**config.mk**
```make
export PLATFORM = sky130hd
export DESIGN_NAME = keyword_substitution_cipher_core
export DESIGN_NICKNAME = d
export VERILOG_FILES = /design/src/rtl/core/ksc_pkg.sv /design/src/rtl/core/ksc_alpha.sv /design/src/rtl/core/keyword_substitution_cipher_core.sv
export SDC_FILE = /design/constraint.sdc
export NUM_CORES = 1
export LEC_CHECK = 0
export BUFFER_PORTS_ARGS = -buffer_cell sky130_fd_sc_hd__buf_4
export CAP_MARGIN = 25
export CORE_MARGIN = 1
export CORE_UTILIZATION = 55
export CTS_BUF_LIST = sky130_fd_sc_hd__clkbuf_16
export DETAILED_ROUTE_END_ITERATION = 12
export GPL_ROUTABILITY_DRIVEN = 0
export PLACE_DENSITY = 0.71
export SLEW_MARGIN = 25
export SYNTH_ARGS = -nofsm -noshare
export SYNTH_HDL_FRONTEND = slang
export SYNTH_SLANG_ARGS = --single-unit
```
**constraint.sdc**
```tcl
create_clock -name clk_i -period 4.9 [get_ports clk_i]
set_input_delay 0.49 -clock clk_i [delete_from_list [all_inputs] [get_ports clk_i]]
set_output_delay 0.49 -clock clk_i [all_outputs]
set_load 0.02 [all_outputs]
```
**src/rtl/core/ksc_pkg.sv**
```systemverilog
`default_nettype none

package ksc_pkg;

  localparam int LETTERS = 26;
  localparam int IDX_W   = 5;
  localparam int OP_W    = 3;
  localparam int CHAR_W  = 8;

  localparam logic [OP_W-1:0] OP_BEGIN = 3'd0;
  localparam logic [OP_W-1:0] OP_KEY   = 3'd1;
  localparam logic [OP_W-1:0] OP_END   = 3'd2;
  localparam logic [OP_W-1:0] OP_ENC   = 3'd3;
  localparam logic [OP_W-1:0] OP_DEC   = 3'd4;

  localparam logic [CHAR_W-1:0] CHAR_UA = 8'h41;
  localparam logic [CHAR_W-1:0] CHAR_UZ = 8'h5a;
  localparam logic [CHAR_W-1:0] CHAR_LA = 8'h61;
  localparam logic [CHAR_W-1:0] CHAR_LZ = 8'h7a;

  typedef struct packed {
    logic             hit;
    logic [IDX_W-1:0] idx;
  } letter_t;

  // commands from the transaction decode to the alphabet sequencer
  typedef struct packed {
    logic             clear;
    logic             place;
    logic             build;
    logic [IDX_W-1:0] letter;
  } alpha_cmd_t;

  function automatic letter_t letter_decode(input logic [CHAR_W-1:0] c);
    letter_t res;
    logic [CHAR_W-1:0] diff;
    res  = '0;
    diff = '0;
    if (c >= CHAR_LA && c <= CHAR_LZ) begin
      diff    = c - CHAR_LA;
      res.hit = 1'b1;
      res.idx = diff[IDX_W-1:0];
    end else if (c >= CHAR_UA && c <= CHAR_UZ) begin
      diff    = c - CHAR_UA;
      res.hit = 1'b1;
      res.idx = diff[IDX_W-1:0];
    end
    return res;
  endfunction

endpackage

`default_nettype wire

```
**src/rtl/core/ksc_alpha.sv**
```systemverilog
`default_nettype none

module ksc_alpha (
  input  logic                     clk_i,
  input  logic                     rst_ni,
  input  ksc_pkg::alpha_cmd_t      cmd_i,
  input  logic [ksc_pkg::IDX_W-1:0] lookup_idx_i,
  input  logic                     lookup_inv_i,
  output logic [ksc_pkg::IDX_W-1:0] lookup_o,
  output logic                     busy_o,
  output logic                     ready_o
);

  localparam logic [1:0] ST_IDLE = 2'd0;
  localparam logic [1:0] ST_FILL = 2'd1;
  localparam logic [1:0] ST_INV  = 2'd2;

  localparam logic [ksc_pkg::IDX_W-1:0] LAST     = ksc_pkg::IDX_W'(ksc_pkg::LETTERS - 1);
  localparam logic [ksc_pkg::IDX_W-1:0] FULL_CNT = ksc_pkg::IDX_W'(ksc_pkg::LETTERS);

  logic [1:0]                    state_q, state_d;
  logic [ksc_pkg::IDX_W-1:0]     cnt_q, cnt_d;
  logic [ksc_pkg::LETTERS-1:0]   seen_q, seen_d;
  logic [ksc_pkg::IDX_W-1:0]     fill_q, fill_d;
  logic                          ready_q, ready_d;

  logic [ksc_pkg::IDX_W-1:0] fwd_q [ksc_pkg::LETTERS];
  logic [ksc_pkg::IDX_W-1:0] inv_q [ksc_pkg::LETTERS];

  logic                      place_en;
  logic [ksc_pkg::IDX_W-1:0] place_idx;
  logic                      do_place;
  logic [ksc_pkg::IDX_W-1:0] fwd_addr;
  logic [ksc_pkg::IDX_W-1:0] fwd_rd;

  // one letter slot per cycle: keyword bytes in idle, z down to a during fill
  assign place_en  = (cmd_i.place && state_q == ST_IDLE) || state_q == ST_FILL;
  assign place_idx = (state_q == ST_FILL) ? cnt_q : cmd_i.letter;
  assign do_place  = place_en && !seen_q[place_idx] && fill_q < FULL_CNT;

  assign fwd_addr = (state_q == ST_INV) ? cnt_q : lookup_idx_i;
  assign fwd_rd   = fwd_q[fwd_addr];
  assign lookup_o = lookup_inv_i ? inv_q[lookup_idx_i] : fwd_rd;

  assign busy_o  = state_q != ST_IDLE;
  assign ready_o = ready_q;

  always_comb begin
    state_d = state_q;
    cnt_d   = cnt_q;
    seen_d  = seen_q;
    fill_d  = fill_q;
    ready_d = ready_q;
    unique case (state_q)
      ST_IDLE: begin
        if (cmd_i.clear) begin
          seen_d  = '0;
          fill_d  = '0;
          ready_d = 1'b0;
        end else if (cmd_i.build) begin
          state_d = ST_FILL;
          cnt_d   = LAST;
        end
      end
      ST_FILL: begin
        if (cnt_q == '0) begin
          state_d = ST_INV;
        end else begin
          cnt_d = cnt_q - 1'b1;
        end
      end
      ST_INV: begin
        if (cnt_q == LAST) begin
          state_d = ST_IDLE;
          ready_d = 1'b1;
        end else begin
          cnt_d = cnt_q + 1'b1;
        end
      end
      default: begin
        state_d = ST_IDLE;
      end
    endcase
    if (do_place) begin
      seen_d = seen_q | (ksc_pkg::LETTERS'(1) << place_idx);
      fill_d = fill_q + 1'b1;
    end
  end

  always_ff @(posedge clk_i or negedge rst_ni) begin
    if (!rst_ni) begin
      state_q <= ST_IDLE;
      cnt_q   <= '0;
      seen_q  <= '0;
      fill_q  <= '0;
      ready_q <= 1'b0;
    end else begin
      state_q <= state_d;
      cnt_q   <= cnt_d;
      seen_q  <= seen_d;
      fill_q  <= fill_d;
      ready_q <= ready_d;
    end
  end

  always_ff @(posedge clk_i) begin
    if (do_place) begin
      fwd_q[fill_q] <= place_idx;
    end
    // inverse walk: slot cnt holds letter fwd_rd
    if (state_q == ST_INV) begin
      inv_q[fwd_rd] <= cnt_q;
    end
  end

endmodule

`default_nettype wire

```
**src/rtl/core/keyword_substitution_cipher_core.sv**
```systemverilog
// encrypt and decrypt results are registered and appear in the cycle after acceptance
// throughput: one transaction per cycle for begin, keyword, encrypt and decrypt, unless
// the output stalls; an end transaction holds the input stalled for a 26-step fill walk
// from z down to a, then a 26-step inverse-table walk, one table slot per cycle
// reset: asynchronous active low; clears letters seen, fill count, ready and output valid
`default_nettype none

module keyword_substitution_cipher_core (
  input  logic                       clk_i,
  input  logic                       rst_ni,
  input  logic                       in_valid_i,
  output logic                       in_stall_o,
  input  logic [ksc_pkg::OP_W-1:0]   opcode_i,
  input  logic [ksc_pkg::CHAR_W-1:0] char_in_i,
  output logic                       out_valid_o,
  input  logic                       out_stall_i,
  output logic [ksc_pkg::CHAR_W-1:0] char_out_o,
  output logic                       status_o
);

  logic                       in_acc;
  logic                       is_xlate;
  ksc_pkg::letter_t           ltr;
  ksc_pkg::alpha_cmd_t        cmd;
  logic [ksc_pkg::IDX_W-1:0]  lookup;
  logic                       busy;
  logic                       ready;

  logic                       out_valid_q, out_valid_d;
  logic [ksc_pkg::CHAR_W-1:0] char_q, char_d;
  logic                       status_q, status_d;

  assign in_stall_o = busy || (out_valid_q && out_stall_i);
  assign in_acc     = in_valid_i && !in_stall_o;
  assign is_xlate   = opcode_i == ksc_pkg::OP_ENC || opcode_i == ksc_pkg::OP_DEC;
  assign ltr        = ksc_pkg::letter_decode(char_in_i);

  always_comb begin
    cmd        = '0;
    cmd.clear  = in_acc && opcode_i == ksc_pkg::OP_BEGIN;
    cmd.place  = in_acc && opcode_i == ksc_pkg::OP_KEY && ltr.hit;
    cmd.build  = in_acc && opcode_i == ksc_pkg::OP_END;
    cmd.letter = ltr.idx;
  end

  ksc_alpha u_alpha (
    .clk_i        (clk_i),
    .rst_ni       (rst_ni),
    .cmd_i        (cmd),
    .lookup_idx_i (ltr.idx),
    .lookup_inv_i (opcode_i == ksc_pkg::OP_DEC),
    .lookup_o     (lookup),
    .busy_o       (busy),
    .ready_o      (ready)
  );

  always_comb begin
    out_valid_d = out_valid_q && out_stall_i;
    char_d      = char_q;
    status_d    = status_q;
    if (in_acc && is_xlate) begin
      out_valid_d = 1'b1;
      status_d    = !ready;
      if (ready && ltr.hit) begin
        char_d = ksc_pkg::CHAR_UA + ksc_pkg::CHAR_W'(lookup);
      end else begin
        char_d = char_in_i;
      end
    end
  end

  always_ff @(posedge clk_i or negedge rst_ni) begin
    if (!rst_ni) begin
      out_valid_q <= 1'b0;
    end else begin
      out_valid_q <= out_valid_d;
    end
  end

  always_ff @(posedge clk_i) begin
    char_q   <= char_d;
    status_q <= status_d;
  end

  assign out_valid_o = out_valid_q;
  assign char_out_o  = char_q;
  assign status_o    = status_q;

`ifndef SYNTHESIS
  a_busy_stalls: assert property (@(posedge clk_i) disable iff (!rst_ni)
    busy |-> in_stall_o)
    else $error("input taken while alphabet walk runs");

  a_end_starts_walk: assert property (@(posedge clk_i) disable iff (!rst_ni)
    (in_acc && opcode_i == ksc_pkg::OP_END) |=> busy)
    else $error("end transaction did not start the fill walk");

  a_xlate_result: assert property (@(posedge clk_i) disable iff (!rst_ni)
    (in_acc && is_xlate) |=> out_valid_o)
    else $error("encrypt or decrypt gave no result");

  a_ok_upper: assert property (@(posedge clk_i) disable iff (!rst_ni)
    (in_acc && is_xlate && ready && ltr.hit) |=>
      (char_out_o >= ksc_pkg::CHAR_UA && char_out_o <= ksc_pkg::CHAR_UZ && !status_o))
    else $error("substituted letter out of range");
`endif

endmodule

`default_nettype wire
```
==> metrics.txt <==
total iterations of the first detailed-routing run=7; ordered list of cells on the worst path=inv_1 > ha_1 > buf_4 > inv_1 > buf_4 > o211ai_1 > o211ai_2 > nand2_1 > a21oi_1 > nor4_1 > a31oi_1 > or3_1 > nor2_1; worst slew margin relative to its limit=43.5%; warnings from Yosys=0; fraction of synthesis flops using an asynchronous set or reset pin=between 10% and 20%; Critical Path RT=5040 ps; I/O pin count=26; die span in y=164 um; nature of the critical path startpoint=register; hold-critical path endpoint=char_out_o[6]; Post-route DRC=0; DIE AREA=27000 um2; instance count of the mapped netlist=between 1000 and 1500; Detailed Route WL=38100 um; DR vias=10379; number of instances on the worst hold path=1; first-pass GRT wire length=58200 um; number of nets produced by synthesis=1183; share of the synthesized area in the top cell type=55.7%; status=completed; Routed Antenna Nets=0; area of the core region=26000 um2; count of buffer and inverter cells on the critical path=4; largest buffer count on any clock path=3; ratio of cells with drive above 1 in the final layout=14.8%; Reg clk slew, reported paths=around 60 ps; Post-Syn Area=14500 um2; clk sinks=309; transition time of the tightest slew-check pin=around 840 ps; min Tclk post-route=4390 ps; Worst Min Path Start=char_in_i[6]; fin nets=roughly 1200; max-slew violation count=0; category of the critical setup timing path=register to register; Seq/Total Area, Yosys=62.6%; final hold violations=0; total of cells resized after clock tree synthesis=0; R2R Path Start=u_alpha.state_q[0]; R2R cell count=13; kind of path behind the tightest hold check=primary input to register; power density of the placed cells=approximately 460 nW/um2; Post-Synthesis Mean Instance Area=12.6 um2; reg2reg end=u_alpha.inv_q[19][2]; setup TNS after final layout=0 ps; slowest cell delay on critical path=550 ps; clock tree from TritonCTS=built; period utilisation layout=89.5%; buffer cell driving the clock tree root=sky130_fd_sc_hd__clkbuf_16; unrepaired setup endpoints after global routing=false; count of state elements after synthesis=309; top cell type by total area after synthesis=sky130_fd_sc_hd__edfxtp_1; maximum number of pins on one net before global-route repair=49; fmax=228 MHz; number of global-route vias before repair=9845; worst setup slack for register-to-register paths=~500 ps; post-layout utilization of the core=63.0%; Distinct cells, synth=between 90 and 100; area growth from synthesis to layout=12.9%; routed length per placed instance=approximately 25 um; via/cell ratio=6.67; Std-Cell Rows=59; worst ir drop on vdd=0.338 mV; worst-path maximum fanout=18; Crit path arrival time=4530 ps; gate family responsible for the most delay along the worst path=simple AND/OR/NAND/NOR gates; die span in x=between 150 and 200 um; hpwl dp=25200 um; leakage power=5.73 nW; final antenna diode count=0; most common flop cell mapped by yosys=sky130_fd_sc_hd__edfxtp_1; filler instances=2006; effective utilization at floorplan=55.8%; most frequent cell after synthesis=sky130_fd_sc_hd__edfxtp_1; number of buffers created by CTS=34; level count of the clock H-tree=2; maximum clock skew at final layout=between 20 and 25 ps; cell with the largest stage delay on the worst path=sky130_fd_sc_hd__or3_1; count of endpoints failing setup in the final report=0; max-cap check violation count=0; top cells by count, synth=sky130_fd_sc_hd__edfxtp_1 (269), sky130_fd_sc_hd__nand2_1 (96), sky130_fd_sc_hd__nor2_1 (86), sky130_fd_sc_hd__o21ai_0 (50), sky130_fd_sc_hd__clkbuf_1 (47); largest cells by area after synthesis=sky130_fd_sc_hd__edfxtp_1 (56%), sky130_fd_sc_hd__dfrtp_1 (6.9%), sky130_fd_sc_hd__mux2i_1 (2.6%), sky130_fd_sc_hd__nand2_1 (2.5%), sky130_fd_sc_hd__nor2_1 (2.2%); detailed router's first-iteration violation count=about 1500; number of synthesized flops with an enable pin=269; global route total overflow=0; initial antenna violation count=0; crit end category=register; total global-route track usage=about 29%; insertion delay of the later-clocked pin in the worst-skew pair=520 ps; quantity of I/O buffers inserted on ports=25; post-CTS setup buffer count=0
==> worst max path at each step <==
stage,startpoint,depth (start not counted),to
2_1_floorplan,char_in_i[0],16,u_alpha.fwd_q[21][0]
3_3_place_gp,char_in_i[7],11,u_alpha.inv_q[24][0]
3_5_place_dp,char_in_i[7],11,u_alpha.inv_q[21][4]
4_1_cts,u_alpha.state_q[1],12,u_alpha.fwd_q[18][3]
5_1_grt,u_alpha.state_q[1],12,u_alpha.fwd_q[12][0]
6_report,u_alpha.state_q[0],13,u_alpha.inv_q[19][2]
==> cell usage in the layout, fill, tap and decap left out, types with 7 or more instances in the layout <==
| cell | synthesis | layout |
|---|---|---|
| sky130_fd_sc_hd__and3_1 | 20 | 20 |
| sky130_fd_sc_hd__nand3b_1 | 9 | 9 |
| sky130_fd_sc_hd__nor2b_1 | 7 | 7 |
| sky130_fd_sc_hd__mux2i_1 | 38 | 38 |
| sky130_fd_sc_hd__nand4_1 | 8 | 8 |
| sky130_fd_sc_hd__nor3_1 | 11 | 10 |
| sky130_fd_sc_hd__o22ai_1 | 11 | 11 |
| sky130_fd_sc_hd__nor2_1 | 86 | 86 |
| sky130_fd_sc_hd__o2bb2ai_1 | 7 | 7 |
| sky130_fd_sc_hd__a21oi_1 | 31 | 31 |
| sky130_fd_sc_hd__buf_4 | 2 | 79 |
| sky130_fd_sc_hd__a21o_1 | 8 | 8 |
| sky130_fd_sc_hd__o221ai_1 | 8 | 8 |
| sky130_fd_sc_hd__a22o_1 | 13 | 13 |
| sky130_fd_sc_hd__nand2_1 | 96 | 96 |
| sky130_fd_sc_hd__o211ai_1 | 13 | 13 |
| sky130_fd_sc_hd__and2_1 | 10 | 10 |
| sky130_fd_sc_hd__nand3_1 | 40 | 40 |
| sky130_fd_sc_hd__a221oi_1 | 8 | 8 |
| sky130_fd_sc_hd__a32o_1 | 13 | 13 |
| sky130_fd_sc_hd__o31ai_1 | 10 | 10 |
| sky130_fd_sc_hd__clkinv_2 | 0 | 7 |
| sky130_fd_sc_hd__a211oi_1 | 15 | 15 |
| sky130_fd_sc_hd__o21ai_0 | 50 | 50 |
| sky130_fd_sc_hd__or3_1 | 11 | 11 |
| sky130_fd_sc_hd__dfrtp_1 | 40 | 40 |
| sky130_fd_sc_hd__ha_1 | 15 | 15 |
| sky130_fd_sc_hd__mux2_2 | 10 | 10 |
| sky130_fd_sc_hd__nor4_1 | 13 | 13 |
| sky130_fd_sc_hd__o311ai_0 | 12 | 12 |
| sky130_fd_sc_hd__nand2b_1 | 20 | 20 |
| sky130_fd_sc_hd__edfxtp_1 | 269 | 269 |
| sky130_fd_sc_hd__clkbuf_16 | 0 | 37 |
| sky130_fd_sc_hd__a31oi_1 | 24 | 24 |
| sky130_fd_sc_hd__inv_1 | 24 | 30 |
==> report_power, final <==
group	leakage [nW]	switching, mW	internal, mW
Clock	0.579	1.03	1.53
Sequential	2.95	0.109	3.23
Combinational	2.20	1.10	0.550
==> cell families (layout without fill, tap and decap cells) <==
family / after synthesis / in the layout / synth area share [%]
adders and majority gates: 16 / 16 / 1.43
AOI/OAI and AO/OA: 313 / 313 / 16.4
and+or+nand+nor: 351 / 351 / 12.2
buffers and inverters: 104 / 172 / 3.17
DFF: 309 / 309 / 62.6
muxes: 50 / 50 / 3.63
xor gates and xnor gates: 9 / 9 / 0.544
==> registers in the layout, indices dropped and copies added (netlist names) <==
signal and flops:
char_out_o 8, u_alpha.state_q 2, status_o 1, out_valid_o 1, u_alpha.fill_q 5, u_alpha.cnt_q 5, u_alpha.inv_q 130, u_alpha.fwd_q 130
u_alpha.ready_o 1, u_alpha.seen_q 26
==> what timing repair did <==
| action | CTS | global route |
|---|---|---|
| endpoints found under the setup margin | 0 | 0 |
| hold endpoints to repair | 40 | 0 |
| hold buffers | 1 | 0 |
==> per-layer routing <==
metal  vias up  wire length, um  GRT usage, %
met1      5004            15800          42.5
met4         0              968          9.09
met2       708            16700          42.4
met5         -                0             0
met3        84             4670          6.55
li1       4583                -             -
==> area by class of cell <==
class                      instances  area, um2  area share (%)
sequential                       309       9080            55.4
clock buffer                      37        926            5.65
inverter                          28        105           0.642
multi-input combinational        739       4980            30.4
tap                              335        419            2.56
clock inverter                    24        201            1.23
timing repair buffer              83        663            4.05
==> stage by stage <==
step	cells	worst slack (ps)	area, um2	power (mW)	hold slack, ps
2_1_floorplan	1152	329	14500	4.47	194
3_3_place_gp	1493	215	15200	4.98	471
3_5_place_dp	1493	192	15200	5.01	477
4_1_cts	1555	627	16400	7.55	168
5_1_grt	1555	316	16400	7.82	167
6_report	1555	512	16400	7.55	169
Power figures use the tool's default switching activity.
